<file path="config.mk">
export PLATFORM = sky130hd
export DESIGN_NAME = cv_cc_pwm_step_regulator
export DESIGN_NICKNAME = d
export VERILOG_FILES = /design/src/rtl/core/cvcc_pkg.sv /design/src/rtl/core/cv_cc_pwm_step_regulator.sv /design/src/rtl/core/cvcc_regs.sv /design/src/rtl/core/cvcc_useq.sv /design/src/rtl/core/cvcc_datapath.sv
export SDC_FILE = /design/constraint.sdc
export NUM_CORES = 1
export LEC_CHECK = 0
export ABC_AREA = 1
export BUFFER_PORTS_ARGS = -buffer_cell sky130_fd_sc_hd__buf_2
export CAP_MARGIN = 20
export CELL_PAD_IN_SITES_DETAIL_PLACEMENT = 2
export CELL_PAD_IN_SITES_GLOBAL_PLACEMENT = 2
export CORE_ASPECT_RATIO = 0.8
export CORE_MARGIN = 2
export CORE_UTILIZATION = 42
export CTS_CLUSTER_DIAMETER = 40
export DETAILED_ROUTE_END_ITERATION = 6
export PLACE_DENSITY = 0.85
export SLEW_MARGIN = 25
export SYNTH_ARGS = -nofsm -noshare
export SYNTH_HDL_FRONTEND = slang
export SYNTH_HIERARCHICAL = 1
export SYNTH_SLANG_ARGS = --single-unit
</file>
<file path="constraint.sdc">
create_clock -name clk_i -period 21.7 [get_ports clk_i]
set_clock_uncertainty 0.2 [all_clocks]
set_input_delay 6.51 -clock clk_i [delete_from_list [all_inputs] [get_ports clk_i]]
set_output_delay 6.51 -clock clk_i [all_outputs]
set_load 0.005 [all_outputs]
</file>
<file path="src/rtl/core/cvcc_pkg.sv">
package cvcc_pkg;

  // field widths
  localparam int unsigned SAMPLE_W = 12;
  localparam int unsigned DUTY_W   = 10;
  localparam int unsigned GAIN_W   = 13;
  localparam int unsigned LIM_W    = 23;
  localparam int unsigned IMEAS_W  = 22;
  localparam int unsigned UMEAS_W  = 29;
  localparam int unsigned VT10_W   = 17;
  localparam int unsigned MUL_A_W  = 13;
  localparam int unsigned MUL_B_W  = 17;
  localparam int unsigned MUL_P_W  = MUL_A_W + MUL_B_W;
  localparam int unsigned CMP_W    = 30;

  localparam logic [DUTY_W-1:0] DUTY_MAX = 10'd1023;
  localparam logic [GAIN_W-1:0] GAIN_ONE = 13'd4096;

  // 782336 = 191 * 4096, so the divide starts from a remainder of 191
  localparam logic [15:0]        LIGHT_NUM_HI = 16'd191;
  localparam logic [3:0]         DIV_STEPS    = 4'd12;
  localparam logic [MUL_B_W-1:0] VOLT_COEF    = 17'd127479;
  localparam logic [MUL_B_W-1:0] CURR_COEF    = 17'd627;
  localparam logic [MUL_B_W-1:0] VOLT_TEN     = 17'd10;
  // 10 mA band on the mA*4096 scale
  localparam logic [24:0]        CURR_BAND    = 25'd40960;
  // 100 mV band on the mV*10*4096 scale
  localparam logic [CMP_W-1:0]   VOLT_BAND    = 30'd4096000;

  // gain source codes
  localparam logic [2:0] GM_FIXED  = 3'd0;
  localparam logic [2:0] GM_PHOTO  = 3'd1;
  localparam logic [2:0] GM_CELL   = 3'd2;
  localparam logic [2:0] GM_SENSOR = 3'd3;
  localparam logic [2:0] GM_ORBIT  = 3'd4;

  // light sensor status codes
  localparam logic [1:0] LS_OK        = 2'd0;
  localparam logic [1:0] LS_ADDR_FAIL = 2'd1;

  // register indexes
  localparam logic [2:0] REG_GAIN_MODE   = 3'd0;
  localparam logic [2:0] REG_VOLT_TARGET = 3'd1;
  localparam logic [2:0] REG_CURR_TARGET = 3'd2;
  localparam logic [2:0] REG_DUTY_INC    = 3'd3;
  localparam logic [2:0] REG_ORBIT_PER   = 3'd4;

  typedef enum logic [3:0] {
    OP_NOP,
    OP_ACCEPT,
    OP_GAIN,
    OP_DIV_STEP,
    OP_DIV_END,
    OP_MUL_LIM,
    OP_MUL_I,
    OP_MUL_U,
    OP_MUL_V,
    OP_DECIDE,
    OP_COMMIT
  } op_e;

  typedef enum logic [2:0] {
    C_NEXT,
    C_IN_WAIT,
    C_NO_DIV,
    C_DIV_LOOP,
    C_OUT_BUSY,
    C_ALWAYS
  } cond_e;

  typedef logic [3:0] step_t;

  typedef struct packed {
    op_e   op;
    cond_e cond;
    step_t target;
  } ucw_t;

  typedef struct packed {
    logic div_needed;
    logic div_last;
    logic out_busy;
  } dp_status_t;

  typedef struct packed {
    logic [2:0]  gain_mode;
    logic [12:0] volt_target;
    logic [10:0] curr_target;
    logic [9:0]  duty_inc;
    logic [15:0] orbit_period;
  } cfg_t;

  typedef struct packed {
    logic gain_one;
    logic orbit_clr;
  } cfg_evt_t;

  // control store: jump to target when the condition holds, else fall through
  function automatic ucw_t ucode(step_t s);
    ucw_t w;
    unique case (s)
      4'd0:    w = '{op: OP_ACCEPT,   cond: C_IN_WAIT,  target: 4'd0};
      4'd1:    w = '{op: OP_GAIN,     cond: C_NO_DIV,   target: 4'd4};
      4'd2:    w = '{op: OP_DIV_STEP, cond: C_DIV_LOOP, target: 4'd2};
      4'd3:    w = '{op: OP_DIV_END,  cond: C_NEXT,     target: 4'd0};
      4'd4:    w = '{op: OP_MUL_LIM,  cond: C_NEXT,     target: 4'd0};
      4'd5:    w = '{op: OP_MUL_I,    cond: C_NEXT,     target: 4'd0};
      4'd6:    w = '{op: OP_MUL_U,    cond: C_NEXT,     target: 4'd0};
      4'd7:    w = '{op: OP_MUL_V,    cond: C_NEXT,     target: 4'd0};
      4'd8:    w = '{op: OP_DECIDE,   cond: C_NEXT,     target: 4'd0};
      4'd9:    w = '{op: OP_COMMIT,   cond: C_OUT_BUSY, target: 4'd9};
      default: w = '{op: OP_NOP,      cond: C_ALWAYS,   target: 4'd0};
    endcase
    return w;
  endfunction

endpackage

</file>
<file path="src/rtl/core/cv_cc_pwm_step_regulator.sv">
// channel   direction  handshake              payload
// in        sink       in_valid_i/in_stall_o  volt, curr, photo, cell samples, light word,
//                                             light status, second tick
// out       source     out_valid_o/out_stall_i pwm duty, current mode flag, limit, gain,
//                                             orbit toggle flag
// cfg       apb slave  psel/penable/pwrite    five control registers at 4*index
//
// after an accept the sequencer runs the gain step, then the 12-step restoring divide when
// the light sensor gain needs it, then the limit, current, voltage and setpoint products,
// decide and commit; the result beat is offered from the output register after commit
// one item is in flight at a time; a finished result sits in the output
// register while the next item is taken and worked on
// a stalled output holds the sequencer on its commit step
// reset: duty 1023, gain one, orbit count zero, registers at their defaults
module cv_cc_pwm_step_regulator (
  input  logic               clk_i,
  input  logic               rst_ni,
  // item input
  input  logic               in_valid_i,
  output logic               in_stall_o,
  input  logic [11:0]        volt_sample_i,
  input  logic [11:0]        curr_sample_i,
  input  logic [11:0]        photo_sample_i,
  input  logic [11:0]        cell_sample_i,
  input  logic signed [15:0] light_reading_i,
  input  logic [1:0]         light_status_i,
  input  logic               second_tick_i,
  // result output
  output logic               out_valid_o,
  input  logic               out_stall_i,
  output logic [9:0]         pwm_duty_o,
  output logic               current_mode_active_o,
  output logic [10:0]        limit_ma_o,
  output logic [12:0]        gain_q12_o,
  output logic               orbit_toggled_o,
  // register port
  input  logic               psel,
  input  logic               penable,
  input  logic               pwrite,
  input  logic [4:0]         paddr,
  input  logic [31:0]        pwdata,
  output logic [31:0]        prdata,
  output logic               pready
);

  cvcc_pkg::cfg_t       cfg;
  cvcc_pkg::cfg_evt_t   cfg_evt;
  cvcc_pkg::op_e        op;
  cvcc_pkg::dp_status_t dp_status;

  // register file, also flags mode writes that reset the gain
  cvcc_regs u_regs (
    .clk_i   (clk_i),
    .rst_ni  (rst_ni),
    .psel    (psel),
    .penable (penable),
    .pwrite  (pwrite),
    .paddr   (paddr),
    .pwdata  (pwdata),
    .prdata  (prdata),
    .pready  (pready),
    .cfg_o   (cfg),
    .evt_o   (cfg_evt)
  );

  // step counter walking the control store
  cvcc_useq u_useq (
    .clk_i      (clk_i),
    .rst_ni     (rst_ni),
    .in_valid_i (in_valid_i),
    .status_i   (dp_status),
    .op_o       (op),
    .in_stall_o (in_stall_o)
  );

  // gain source, divider, shared multiplier, band compares, duty and output beat
  cvcc_datapath u_datapath (
    .clk_i                 (clk_i),
    .rst_ni                (rst_ni),
    .op_i                  (op),
    .cfg_i                 (cfg),
    .evt_i                 (cfg_evt),
    .in_valid_i            (in_valid_i),
    .volt_sample_i         (volt_sample_i),
    .curr_sample_i         (curr_sample_i),
    .photo_sample_i        (photo_sample_i),
    .cell_sample_i         (cell_sample_i),
    .light_reading_i       (light_reading_i),
    .light_status_i        (light_status_i),
    .second_tick_i         (second_tick_i),
    .out_stall_i           (out_stall_i),
    .status_o              (dp_status),
    .out_valid_o           (out_valid_o),
    .pwm_duty_o            (pwm_duty_o),
    .current_mode_active_o (current_mode_active_o),
    .limit_ma_o            (limit_ma_o),
    .gain_q12_o            (gain_q12_o),
    .orbit_toggled_o       (orbit_toggled_o)
  );

endmodule

</file>
<file path="src/rtl/core/cvcc_regs.sv">
module cvcc_regs (
  input  logic                  clk_i,
  input  logic                  rst_ni,
  input  logic                  psel,
  input  logic                  penable,
  input  logic                  pwrite,
  input  logic [4:0]            paddr,
  input  logic [31:0]           pwdata,
  output logic [31:0]           prdata,
  output logic                  pready,
  output cvcc_pkg::cfg_t        cfg_o,
  output cvcc_pkg::cfg_evt_t    evt_o
);

  cvcc_pkg::cfg_t cfg_q, cfg_d;
  logic           wr_en;
  logic [2:0]     idx;

  assign pready = 1'b1;
  assign idx    = paddr[4:2];
  assign wr_en  = psel & penable & pwrite;

  always_comb begin
    cfg_d = cfg_q;
    if (wr_en) begin
      unique case (idx)
        cvcc_pkg::REG_GAIN_MODE:   cfg_d.gain_mode    = pwdata[2:0];
        cvcc_pkg::REG_VOLT_TARGET: cfg_d.volt_target  = pwdata[12:0];
        cvcc_pkg::REG_CURR_TARGET: cfg_d.curr_target  = pwdata[10:0];
        cvcc_pkg::REG_DUTY_INC:    cfg_d.duty_inc     = pwdata[9:0];
        cvcc_pkg::REG_ORBIT_PER:   cfg_d.orbit_period = pwdata[15:0];
        default: ;
      endcase
    end
  end

  always_ff @(posedge clk_i or negedge rst_ni) begin
    if (!rst_ni) begin
      cfg_q.gain_mode    <= cvcc_pkg::GM_PHOTO;
      cfg_q.volt_target  <= 13'd5500;
      cfg_q.curr_target  <= 11'd250;
      cfg_q.duty_inc     <= 10'd10;
      cfg_q.orbit_period <= 16'd899;
    end else begin
      cfg_q <= cfg_d;
    end
  end

  // mode writes that reset the gain state
  always_comb begin
    evt_o.gain_one  = wr_en && (idx == cvcc_pkg::REG_GAIN_MODE) &&
                      ((pwdata[2:0] == cvcc_pkg::GM_ORBIT) ||
                       (pwdata[2:0] == cvcc_pkg::GM_FIXED));
    evt_o.orbit_clr = wr_en && (idx == cvcc_pkg::REG_GAIN_MODE) &&
                      (pwdata[2:0] == cvcc_pkg::GM_ORBIT);
  end

  always_comb begin
    unique case (idx)
      cvcc_pkg::REG_GAIN_MODE:   prdata = {29'd0, cfg_q.gain_mode};
      cvcc_pkg::REG_VOLT_TARGET: prdata = {19'd0, cfg_q.volt_target};
      cvcc_pkg::REG_CURR_TARGET: prdata = {21'd0, cfg_q.curr_target};
      cvcc_pkg::REG_DUTY_INC:    prdata = {22'd0, cfg_q.duty_inc};
      cvcc_pkg::REG_ORBIT_PER:   prdata = {16'd0, cfg_q.orbit_period};
      default:                   prdata = 32'd0;
    endcase
  end

  assign cfg_o = cfg_q;

endmodule

</file>
<file path="src/rtl/core/cvcc_useq.sv">
module cvcc_useq (
  input  logic                   clk_i,
  input  logic                   rst_ni,
  input  logic                   in_valid_i,
  input  cvcc_pkg::dp_status_t   status_i,
  output cvcc_pkg::op_e          op_o,
  output logic                   in_stall_o
);

  cvcc_pkg::step_t step_q, step_d;
  cvcc_pkg::ucw_t  ucw;
  logic            jump;

  assign ucw = cvcc_pkg::ucode(step_q);

  always_comb begin
    unique case (ucw.cond)
      cvcc_pkg::C_NEXT:     jump = 1'b0;
      cvcc_pkg::C_IN_WAIT:  jump = !in_valid_i;
      cvcc_pkg::C_NO_DIV:   jump = !status_i.div_needed;
      cvcc_pkg::C_DIV_LOOP: jump = !status_i.div_last;
      cvcc_pkg::C_OUT_BUSY: jump = status_i.out_busy;
      cvcc_pkg::C_ALWAYS:   jump = 1'b1;
      default:              jump = 1'b1;
    endcase
  end

  assign step_d = jump ? ucw.target : step_q + 4'd1;

  always_ff @(posedge clk_i or negedge rst_ni) begin
    if (!rst_ni) begin
      step_q <= '0;
    end else begin
      step_q <= step_d;
    end
  end

  assign op_o       = ucw.op;
  assign in_stall_o = (ucw.op != cvcc_pkg::OP_ACCEPT);

endmodule

</file>
<file path="src/rtl/core/cvcc_datapath.sv">
module cvcc_datapath (
  input  logic                  clk_i,
  input  logic                  rst_ni,
  input  cvcc_pkg::op_e         op_i,
  input  cvcc_pkg::cfg_t        cfg_i,
  input  cvcc_pkg::cfg_evt_t    evt_i,
  input  logic                  in_valid_i,
  input  logic [11:0]           volt_sample_i,
  input  logic [11:0]           curr_sample_i,
  input  logic [11:0]           photo_sample_i,
  input  logic [11:0]           cell_sample_i,
  input  logic signed [15:0]    light_reading_i,
  input  logic [1:0]            light_status_i,
  input  logic                  second_tick_i,
  input  logic                  out_stall_i,
  output cvcc_pkg::dp_status_t  status_o,
  output logic                  out_valid_o,
  output logic [9:0]            pwm_duty_o,
  output logic                  current_mode_active_o,
  output logic [10:0]           limit_ma_o,
  output logic [12:0]           gain_q12_o,
  output logic                  orbit_toggled_o
);

  // latched item
  logic [11:0]        volt_q, curr_q, photo_q, cell_q;
  logic signed [15:0] reading_q;
  logic [1:0]         lstat_q;
  logic               tick_q;

  // state
  logic [cvcc_pkg::DUTY_W-1:0] duty_q, duty_d;
  logic [cvcc_pkg::GAIN_W-1:0] gain_q, gain_d;
  logic [15:0]                 orbit_q, orbit_d;
  logic                        toggled_q, toggled_d;

  // divider
  logic [15:0] rem_q, rem_d;
  logic [11:0] quo_q, quo_d;
  logic [3:0]  cnt_q, cnt_d;
  logic [16:0] rem_sh;
  logic        rem_ge;

  // products and decision
  logic [cvcc_pkg::MUL_A_W-1:0] mul_a;
  logic [cvcc_pkg::MUL_B_W-1:0] mul_b;
  logic [cvcc_pkg::MUL_P_W-1:0] prod;
  logic [cvcc_pkg::LIM_W-1:0]   lim_q;
  logic [cvcc_pkg::IMEAS_W-1:0] imeas_q;
  logic [cvcc_pkg::UMEAS_W-1:0] umeas_q;
  logic [cvcc_pkg::VT10_W-1:0]  vt10_q;
  logic                         cur_q, dn_q, up_q;
  logic                         cur_c, i_dn, i_up, v_dn, v_up;
  logic [24:0]                  imeas_x, lim_x;
  logic [cvcc_pkg::CMP_W-1:0]   umeas_x, vset_x;

  // gain resolution
  logic [16:0] cell20;
  logic [15:0] orbit_sum;
  logic        div_needed;

  logic [10:0] duty_sum;
  logic [9:0]  duty_nx;
  logic        out_valid_q;
  logic        out_busy;
  logic        commit;

  logic [9:0]  pwm_q;
  logic        curm_q;
  logic [10:0] limo_q;
  logic [12:0] gaino_q;
  logic        togo_q;

  assign out_busy = out_valid_q & out_stall_i;
  assign commit   = (op_i == cvcc_pkg::OP_COMMIT) && !out_busy;

  assign div_needed = (cfg_i.gain_mode == cvcc_pkg::GM_SENSOR) &&
                      (lstat_q == cvcc_pkg::LS_OK) && !reading_q[15] &&
                      (reading_q[14:0] > cvcc_pkg::LIGHT_NUM_HI[14:0]);

  assign status_o.div_needed = div_needed;
  assign status_o.div_last   = (cnt_q == 4'd1);
  assign status_o.out_busy   = out_busy;

  // item capture
  always_ff @(posedge clk_i) begin
    if ((op_i == cvcc_pkg::OP_ACCEPT) && in_valid_i) begin
      volt_q    <= volt_sample_i;
      curr_q    <= curr_sample_i;
      photo_q   <= photo_sample_i;
      cell_q    <= cell_sample_i;
      reading_q <= light_reading_i;
      lstat_q   <= light_status_i;
      tick_q    <= second_tick_i;
    end
  end

  assign cell20    = {1'b0, cell_q, 4'b0} + {3'b0, cell_q, 2'b0};
  assign orbit_sum = orbit_q + {15'd0, tick_q};
  assign rem_sh    = {rem_q, 1'b0};
  assign rem_ge    = rem_sh >= {2'b0, reading_q[14:0]};

  // gain, orbit and divider updates
  always_comb begin
    gain_d    = gain_q;
    orbit_d   = orbit_q;
    toggled_d = toggled_q;
    rem_d     = rem_q;
    quo_d     = quo_q;
    cnt_d     = cnt_q;
    unique case (op_i)
      cvcc_pkg::OP_GAIN: begin
        toggled_d = 1'b0;
        rem_d     = cvcc_pkg::LIGHT_NUM_HI;
        quo_d     = '0;
        cnt_d     = cvcc_pkg::DIV_STEPS;
        unique case (cfg_i.gain_mode)
          cvcc_pkg::GM_PHOTO: gain_d = {1'b0, photo_q};
          cvcc_pkg::GM_CELL: begin
            gain_d = (cell20 > {4'd0, cvcc_pkg::GAIN_ONE}) ? cvcc_pkg::GAIN_ONE
                                                           : cell20[12:0];
          end
          cvcc_pkg::GM_SENSOR: begin
            if (lstat_q == cvcc_pkg::LS_OK) begin
              if (reading_q[15]) begin
                gain_d = '0;
              end else if (!div_needed) begin
                // zero or small reading saturates at one
                gain_d = cvcc_pkg::GAIN_ONE;
              end
            end else if (lstat_q != cvcc_pkg::LS_ADDR_FAIL) begin
              gain_d = cvcc_pkg::GAIN_ONE;
            end
          end
          cvcc_pkg::GM_ORBIT: begin
            orbit_d = orbit_sum;
            if (orbit_sum >= cfg_i.orbit_period) begin
              orbit_d   = '0;
              gain_d    = cvcc_pkg::GAIN_ONE - gain_q;
              toggled_d = 1'b1;
            end
          end
          default: gain_d = cvcc_pkg::GAIN_ONE;
        endcase
      end
      cvcc_pkg::OP_DIV_STEP: begin
        rem_d = rem_ge ? rem_sh[15:0] - {1'b0, reading_q[14:0]} : rem_sh[15:0];
        quo_d = {quo_q[10:0], rem_ge};
        cnt_d = cnt_q - 4'd1;
      end
      cvcc_pkg::OP_DIV_END: gain_d = {1'b0, quo_q};
      default: ;
    endcase
    if (evt_i.gain_one) begin
      gain_d = cvcc_pkg::GAIN_ONE;
    end
    if (evt_i.orbit_clr) begin
      orbit_d = '0;
    end
  end

  // shared multiplier operand selection
  always_comb begin
    unique case (op_i)
      cvcc_pkg::OP_MUL_LIM: begin
        mul_a = {2'b0, cfg_i.curr_target};
        mul_b = {4'b0, gain_q};
      end
      cvcc_pkg::OP_MUL_I: begin
        mul_a = {1'b0, curr_q};
        mul_b = cvcc_pkg::CURR_COEF;
      end
      cvcc_pkg::OP_MUL_U: begin
        mul_a = {1'b0, volt_q};
        mul_b = cvcc_pkg::VOLT_COEF;
      end
      cvcc_pkg::OP_MUL_V: begin
        mul_a = cfg_i.volt_target;
        mul_b = cvcc_pkg::VOLT_TEN;
      end
      default: begin
        mul_a = '0;
        mul_b = '0;
      end
    endcase
  end

  assign prod = mul_a * mul_b;

  always_ff @(posedge clk_i) begin
    unique case (op_i)
      cvcc_pkg::OP_MUL_LIM: lim_q   <= prod[cvcc_pkg::LIM_W-1:0];
      cvcc_pkg::OP_MUL_I:   imeas_q <= prod[cvcc_pkg::IMEAS_W-1:0];
      cvcc_pkg::OP_MUL_U:   umeas_q <= prod[cvcc_pkg::UMEAS_W-1:0];
      cvcc_pkg::OP_MUL_V:   vt10_q  <= prod[cvcc_pkg::VT10_W-1:0];
      default: ;
    endcase
  end

  // band compares, all on unsigned scales
  assign imeas_x = {3'b0, imeas_q};
  assign lim_x   = {2'b0, lim_q};
  assign umeas_x = {1'b0, umeas_q};
  assign vset_x  = {1'b0, vt10_q, 12'b0};
  assign cur_c   = imeas_x > lim_x;
  assign i_dn    = (imeas_x + cvcc_pkg::CURR_BAND) < lim_x;
  assign i_up    = imeas_x > (lim_x + cvcc_pkg::CURR_BAND);
  assign v_dn    = (umeas_x + cvcc_pkg::VOLT_BAND) < vset_x;
  assign v_up    = umeas_x > (vset_x + cvcc_pkg::VOLT_BAND);

  always_ff @(posedge clk_i) begin
    if (op_i == cvcc_pkg::OP_DECIDE) begin
      cur_q <= cur_c;
      dn_q  <= cur_c ? i_dn : v_dn;
      up_q  <= cur_c ? i_up : v_up;
    end
  end

  // saturating duty step
  assign duty_sum = {1'b0, duty_q} + {1'b0, cfg_i.duty_inc};

  always_comb begin
    duty_nx = duty_q;
    if (dn_q) begin
      duty_nx = (duty_q > cfg_i.duty_inc) ? duty_q - cfg_i.duty_inc : '0;
    end else if (up_q && (duty_q < cvcc_pkg::DUTY_MAX)) begin
      duty_nx = (duty_sum > {1'b0, cvcc_pkg::DUTY_MAX}) ? cvcc_pkg::DUTY_MAX
                                                        : duty_sum[9:0];
    end
  end

  assign duty_d = commit ? duty_nx : duty_q;

  always_ff @(posedge clk_i or negedge rst_ni) begin
    if (!rst_ni) begin
      duty_q      <= cvcc_pkg::DUTY_MAX;
      gain_q      <= cvcc_pkg::GAIN_ONE;
      orbit_q     <= '0;
      toggled_q   <= 1'b0;
      rem_q       <= '0;
      quo_q       <= '0;
      cnt_q       <= '0;
      out_valid_q <= 1'b0;
    end else begin
      duty_q    <= duty_d;
      gain_q    <= gain_d;
      orbit_q   <= orbit_d;
      toggled_q <= toggled_d;
      rem_q     <= rem_d;
      quo_q     <= quo_d;
      cnt_q     <= cnt_d;
      if (commit) begin
        out_valid_q <= 1'b1;
      end else if (!out_stall_i) begin
        out_valid_q <= 1'b0;
      end
    end
  end

  always_ff @(posedge clk_i) begin
    if (commit) begin
      pwm_q   <= duty_nx;
      curm_q  <= cur_q;
      limo_q  <= lim_q[22:12];
      gaino_q <= gain_q;
      togo_q  <= toggled_q;
    end
  end

  assign out_valid_o           = out_valid_q;
  assign pwm_duty_o            = pwm_q;
  assign current_mode_active_o = curm_q;
  assign limit_ma_o            = limo_q;
  assign gain_q12_o            = gaino_q;
  assign orbit_toggled_o       = togo_q;

endmodule

</file>
==> run_results.csv, run 1 <==
group,metric,value,unit
setup_path,crit_path_end_kind,"output pin",
detailed_routing,drc,0,
global_routing,grt_pass1_wl,159000,µm
logic_synthesis,ys_ff_latch,327,
placed_design,gp_congestion,0.907,
detailed_routing,routed_wl,103000,µm
power_and_ir_drop,power_frac_seq,23.0,%
cells_and_area,fillCellCount,6729,
cts,cts_tree,"built",
detailed_routing,final_antenna_net_count,0,
global_routing,antenna_found_initial,12,
die,io_pins,182,
setup_path,r2r_cells,30,
power_and_ir_drop,p_sw,0.00269,W
cts,cts_resized,0,
power_and_ir_drop,pwr-share-clk,18.2,%
cts,root_buffer,"clkbuf_16",
cells_and_area,final_nets,3648,
timing,slew_violations,0,
global_routing,grt_overflow,0,
timing,timing.final.hold_violations,0,
logic_synthesis,synthArstFlopShare,39.8,%
logic_synthesis,yosysSeqAreaShare,35.6,%
min_path,hp-class,"register to register",
logic_synthesis,synth_area_leaders,"edfxtp_1, fa_1, ha_1",
setup_path,critPathMaxStageDelay,0.65,ns
global_routing,grt_util_all_layers,33.0,%
cts,cts.reportedPaths.clkPinSlew,0.06,ns
min_path,hold-path-cell-count,0,
cts,cts.sinks,327,
power_and_ir_drop,p_int,0.00242,W
timing,worst_pin_slew,1.05,ns
power_and_ir_drop,powerDensity,174,nW/µm²
cts,hold_buffers,0,
timing,period_share,71.2,%
cts,cts_buffers,54,
min_path,hp-start,"u_datapath/cur_q",
outcome,outcome,"finished clean",
power_and_ir_drop,power,0.00511,W
logic_synthesis,yosysUniqueCellTypes,60,
job,maxCapViolations,0,
logic_synthesis,yosys.area.top_type,"edfxtp_1",
detailed_routing,first_pass_iters,5,
setup_path,critPathLaunch,"paddr[3]",
detailed_routing,wire_per_inst,25.6,µm
timing,final-setup-viol-count,0,
setup_path,reg2reg_from,"u_useq/step_q[0]",
cts,clockBufferDepth,3,
die,die-area,63600,µm²
die,die_width,281,µm
logic_synthesis,synth_edf_count,197,
setup_path,arrival,8.73,ns
cells_and_area,drive_gt1_share,11.8,%
setup_path,worstPathMaxFanout,15,
power_and_ir_drop,power.leakage,14.3,nW
placed_design,hpwl,73300,µm
global_routing,grt_pass1_vias,26200,
detailed_routing,viasPerCell,5.64,
logic_synthesis,synth.top_cell.area_share,22.9,%
die,core,61000,µm²
logic_synthesis,synthMostInstantiatedCell,"nand2_1",
setup_path,cp_data_required_time,14.99,ns
logic_synthesis,synth_area,25900,µm²
die,start_util,42.4,%
power_and_ir_drop,peakVddDrop,0.0821,mV
timing,relSlewSlack,29.8,%
die,row_count,81,
cts,htreeDepth,2,
timing,min_period,15.44,ns
global_routing,grt_start_max_net_pins,72,
timing,rsz0062_at_grt,"false",
logic_synthesis,ys.warnings.count,6,
setup_path,crit_type,"input pin to output pin",
setup_path,path_cells,"buf_2 > nor2_1 > nand2_1 > o21ai_0 > inv_1 > nand2_1 > buf_2",
detailed_routing,drt_iter0_markers,1609,
setup_path,rrSetupSlack,12.00,ns
detailed_routing,vias,22700,
timing,hold_slack,0.248,ns
die,die_y,226,µm
logic_synthesis,synth_area_per_cell,8.69,µm²
power_and_ir_drop,combPwrFrac,58.8,%
cells_and_area,syn2layout_area_growth,13.8,%
logic_synthesis,syn_inst,2976,
logic_synthesis,synthFlopType,"edfxtp_1",
timing,max_freq,0.0648,GHz
setup_path,startpoint_type,"input pin",
cts,clk_latency,0.62,ns
placed_design,port_buffers,146,
setup_path,slowest_stage,"nor2_1",
timing,fin_setup_tns,0,ns
power_and_ir_drop,p_sw_share,52.7,%
logic_synthesis,synth_commonest_cells,"nand2_1, inv_1, nor2_1, ha_1, edfxtp_1",
cts,postCtsSetupBuffers,0,
[power by group through the flow]
stage | sequential, W | combinational (W) | clock (W)
3_3_place_gp | 0.00115 | 0.00253 | 0
3_5_place_dp | 0.00117 | 0.00281 | 0
4_1_cts | 0.00117 | 0.00296 | 0.000945
6_report | 0.00117 | 0.00300 | 0.000931
2_1_floorplan | 0.00109 | 0.00185 | 0
5_1_grt | 0.00119 | 0.00328 | 0.000965
[critical path: cells and delay by family]
family                 cells  cell delay (ns)
and+or+nand+nor            3             1.41
buffers and inverters      3             0.43
AOI/OAI and AO/OA          1             0.37
[final timing paths]
path                                                         end
worst max-delay path                                   prdata[2]
worst min-delay path            u_datapath/current_mode_active_o
worst max register to register              u_datapath/lim_q[21]
worst min register to register  u_datapath/current_mode_active_o
max in group asynchronous                       u_regs/cfg_o[13]
min in group asynchronous                   u_datapath/gain_q[7]
[cell families after synthesis]
| family | share of synthesized area (%) |
|---|---|
| DFF | 35.6 |
| other | 0.0581 |
| AOI/OAI and AO/OA | 8.47 |
| buffers and inverters | 9.94 |
| adders and majority gates | 23.5 |
| xor gates and xnor gates | 3.18 |
| and+or+nand+nor | 19.3 |
[registers in the layout (all words and copies together), names as in the netlist, 10 cells and up]
name                   count
u_datapath/imeas_q        22
u_datapath/pwm_duty_o     10
u_datapath/volt_q         12
u_datapath/photo_q        12
u_datapath/curr_q         12
u_datapath/cell_q         12
u_datapath/gain_q12_o     13
u_regs/cfg_o              53
u_datapath/orbit_q        16
u_datapath/gain_q         13
u_datapath/umeas_q        29
u_datapath/limit_ma_o     11
u_datapath/quo_q          12
u_datapath/reading_q      16
u_datapath/lim_q          23
u_datapath/vt10_q         17
u_datapath/rem_q          16
u_datapath/duty_q         10
[routing by layer]
| metal | GRT usage [%] | vias to the layer above | part of all wire [%] |
|---|---|---|---|
| met5 | 0 | - | 0.040 |
| met4 | 13.0 | 6 | 3.9 |
| met3 | 5.29 | 281 | 5.7 |
| met2 | 57.2 | 836 | 49 |
| met1 | 41.3 | 11700 | 41 |
| li1 | - | 9913 | - |
[metrics by stage]
step           cell area [µm²]  setup WS (ns)  std cells  util (%)
3_3_place_gp             27500           6.54       3926      45.0
4_1_cts                  29400           6.41       4027      48.2
5_1_grt                  29400           6.20       4031      48.2
6_report                 29400           6.26       4034      48.2
2_1_floorplan            26000           7.74       3005         -
3_5_place_dp             27500           6.44       3926      45.0
[layout make-up]
cell class,count,area [µm²],share of cell area (%)
Tap cell,830,1040,3.53
Sequential cell,327,9210,31.3
Timing Repair Buffer,159,838,2.85
Clock inverter,44,551,1.87
Multi-Input combinational cell,2033,14200,48.3
Clock buffer,57,1370,4.67
Inverter,577,2170,7.37
Antenna cell,7,17.5,0.0596
[cells in the final DEF, fill, tap and decap left out, drive strengths merged, types with 2 or more instances in the layout]
cell type	count
dfstp	33
nor3b	5
bufinv	7
nor2	259
inv	588
or2	8
a22o	11
diode	7
a21oi	134
o31ai	2
o22ai	24
clkinv	18
o211ai	9
a211oi	3
clkbuf	57
nand3	132
a221oi	3
o21ai	167
dfrtp	97
a32o	3
nor4	6
a21o	5
nand4	71
a31oi	4
ha	219
a21boi	2
conb	33
edfxtp	197
nor3	31
fa	166
nand3b	10
o21bai	9
xor2	64
nand2	614
o21a	3
clkinvlp	8
xnor2	30
buf	159
Note: power is estimated with default switching activity, not from simulation.
==> run 2, diff against run 1 <==
--- a/config.mk
+++ b/config.mk
@@ -12,10 +12,10 @@
 export CELL_PAD_IN_SITES_GLOBAL_PLACEMENT = 2
 export CORE_ASPECT_RATIO = 0.8
 export CORE_MARGIN = 2
-export CORE_UTILIZATION = 42
+export CORE_UTILIZATION = 35
 export CTS_CLUSTER_DIAMETER = 40
 export DETAILED_ROUTE_END_ITERATION = 6
-export PLACE_DENSITY = 0.85
+export PLACE_DENSITY = 0.75
 export SLEW_MARGIN = 25
 export SYNTH_ARGS = -nofsm -noshare
 export SYNTH_HDL_FRONTEND = slang
==> constraint.sdc (replaced) <==
create_clock -name clk_i -period 12.4 [get_ports clk_i]
set_clock_uncertainty 0.2 [all_clocks]
set_input_delay 3.72 -clock clk_i [delete_from_list [all_inputs] [get_ports clk_i]]
set_output_delay 3.72 -clock clk_i [all_outputs]
set_load 0.005 [all_outputs]
==> run 2 against run 1 <==
Against the previous run:
- first-iteration DRC count fell by 40%
- sequential cell count unchanged
- count of clock-buffer cells in the layout is 8 higher
- combinational power increased by 62%
- design area rose by 0.47%
- global-route usage shrank 9.3 points
- register-to-register slack got worse by 8.6 ns
- via count decreased by 6.4%
- critical endpoint unchanged
- largest power group unchanged
- highest routed layer unchanged
==> run_results.csv, run 2 (synthesized netlist as in run 1, its figures left out) <==
group,metric,value,unit
cells_and_area,drive_gt1_share,11.8,%
placed_design,gp_congestion,0.873,
timing,max_freq,0.102,GHz
detailed_routing,viasPerCell,5.12,
die,die_width,308,µm
cts,cts_resized,0,
setup_path,worstPathMaxFanout,15,
cells_and_area,final_nets,3647,
detailed_routing,wl_met3,3870,µm
global_routing,grt_overflow,0,
die,die_y,247,µm
timing,rsz0062_at_grt,"false",
detailed_routing,maxUsedRoutingLayer,"met5",
placed_design,pre_cts_ws,2.62,ns
cts,root_buffer,"clkbuf_16",
die,start_util,35.2,%
placed_design,hpwl,70700,µm
timing,setup_ws,2.56,ns
cts,cts.reportedPaths.clkPinSlew,0.06,ns
timing,period_share,79.3,%
die,core,73400,µm²
cts,cts_buffers,57,
timing,slew_violations,0,
detailed_routing,m1WireLength,40400,µm
job,maxCapViolations,0,
setup_path,crit_type,"input pin to output pin",
timing,timing.final.hold_violations,0,
power_and_ir_drop,power.leakage,14.3,nW
timing,worst_pin_slew,1.02,ns
cts,clk_latency,0.62,ns
timing,relSlewSlack,32.1,%
cells_and_area,final_cell_mix,"nand2_1, inv_1, nor2_1",
cells_and_area,largest_register_ffs,53,
power_and_ir_drop,peakVddDrop,0.176,mV
timing,final-setup-viol-count,0,
cts,clockBufferDepth,3,
global_routing,grt_start_max_net_pins,71,
die,row_count,89,
cts,hold_buffers,0,
power_and_ir_drop,power,0.00849,W
global_routing,antenna_found_initial,6,
power_and_ir_drop,powerDensity,288,nW/µm²
die,io_pins,182,
placed_design,port_buffers,146,
cts,postCtsSetupBuffers,0,
global_routing,grt_util_all_layers,23.7,%
setup_path,startpoint_type,"input pin",
global_routing,grt_pass1_vias,24500,
min_path,hp-class,"register to register",
detailed_routing,first_pass_iters,5,
detailed_routing,drc,0,
cells_and_area,syn2layout_area_growth,14.3,%
cts,htreeDepth,2,
detailed_routing,drt_iter0_markers,965,
cts,cts.sinks,327,
detailed_routing,routed_wl,88300,µm
global_routing,grt_pass1_wl,140000,µm
timing,fin_setup_tns,0,ns
timing,min_period,9.84,ns
detailed_routing,final_antenna_net_count,0,
die,die-area,76100,µm²
cells_and_area,layout_commonest_cell,"nand2_1",
detailed_routing,met2_length,42200,µm
setup_path,arrival,5.92,ns
setup_path,crit_path_end_kind,"output pin",
outcome,outcome,"finished clean",
detailed_routing,vias,21300,
setup_path,cp_data_required_time,8.48,ns
detailed_routing,wire_per_inst,21.2,µm
cts,cts_tree,"built",
## run 2: worst max-delay path, cell delays in order
cell,delay (ns)
buf_2,0.21
nor2_1,0.64
nand2_1,0.61
o21ai_0,0.35
inv_1,0.07
nand2_1,0.16
buf_2,0.15
## run 2: metrics by stage
step                utilization, %  instances  hold WS [ns]  cell area, µm²
finish                        40.3       4160         0.233           29500
global placement              37.6       4046         0.211           27600
global route                  40.3       4158         0.243           29500
CTS                           40.2       4155         0.239           29500
detailed placement            37.6       4047         0.225           27600
floorplan                        -       3005         0.200           26000
## run 2: worst paths after layout
kind	from	end	slack, ns	cells past startpoint
max in group asynchronous	rst_ni	u_datapath/rem_q[15]	8.01	2
max reg2reg	u_useq/step_q[1]	u_datapath/lim_q[22]	3.36	31
max	paddr[3]	prdata[2]	2.56	7
min	u_datapath/cur_q	u_datapath/current_mode_active_o	0.23	0
min reg2reg	u_datapath/cur_q	u_datapath/current_mode_active_o	0.23	0
min in group asynchronous	rst_ni	u_datapath/rem_q[5]	2.88	1
## run 2: cell type report
| type | instances | area, µm² |
|---|---|---|
| fill | 8208 | 43800 |
| multi-input combinational | 2033 | 14200 |
| sequential | 327 | 9210 |
| inverter | 577 | 2170 |
| clock buffer | 65 | 1500 |
| tap | 955 | 1190 |
| timing repair buffer | 155 | 821 |
| clock inverter | 43 | 429 |
| antenna | 5 | 12.5 |
## run 2: power breakdown
group,switching (W),leakage (nW),internal (W)
registers,0.000277,3.36,0.00174
logic,0.00340,9.98,0.00147
clock network,0.000631,0.938,0.000969
## run 2: routing by layer
metal,GRT usage (%),up-vias
li1,-,9889
met4,6.31,2
met5,0,-
met3,3.64,116
met2,40.3,373
met1,31.4,10900
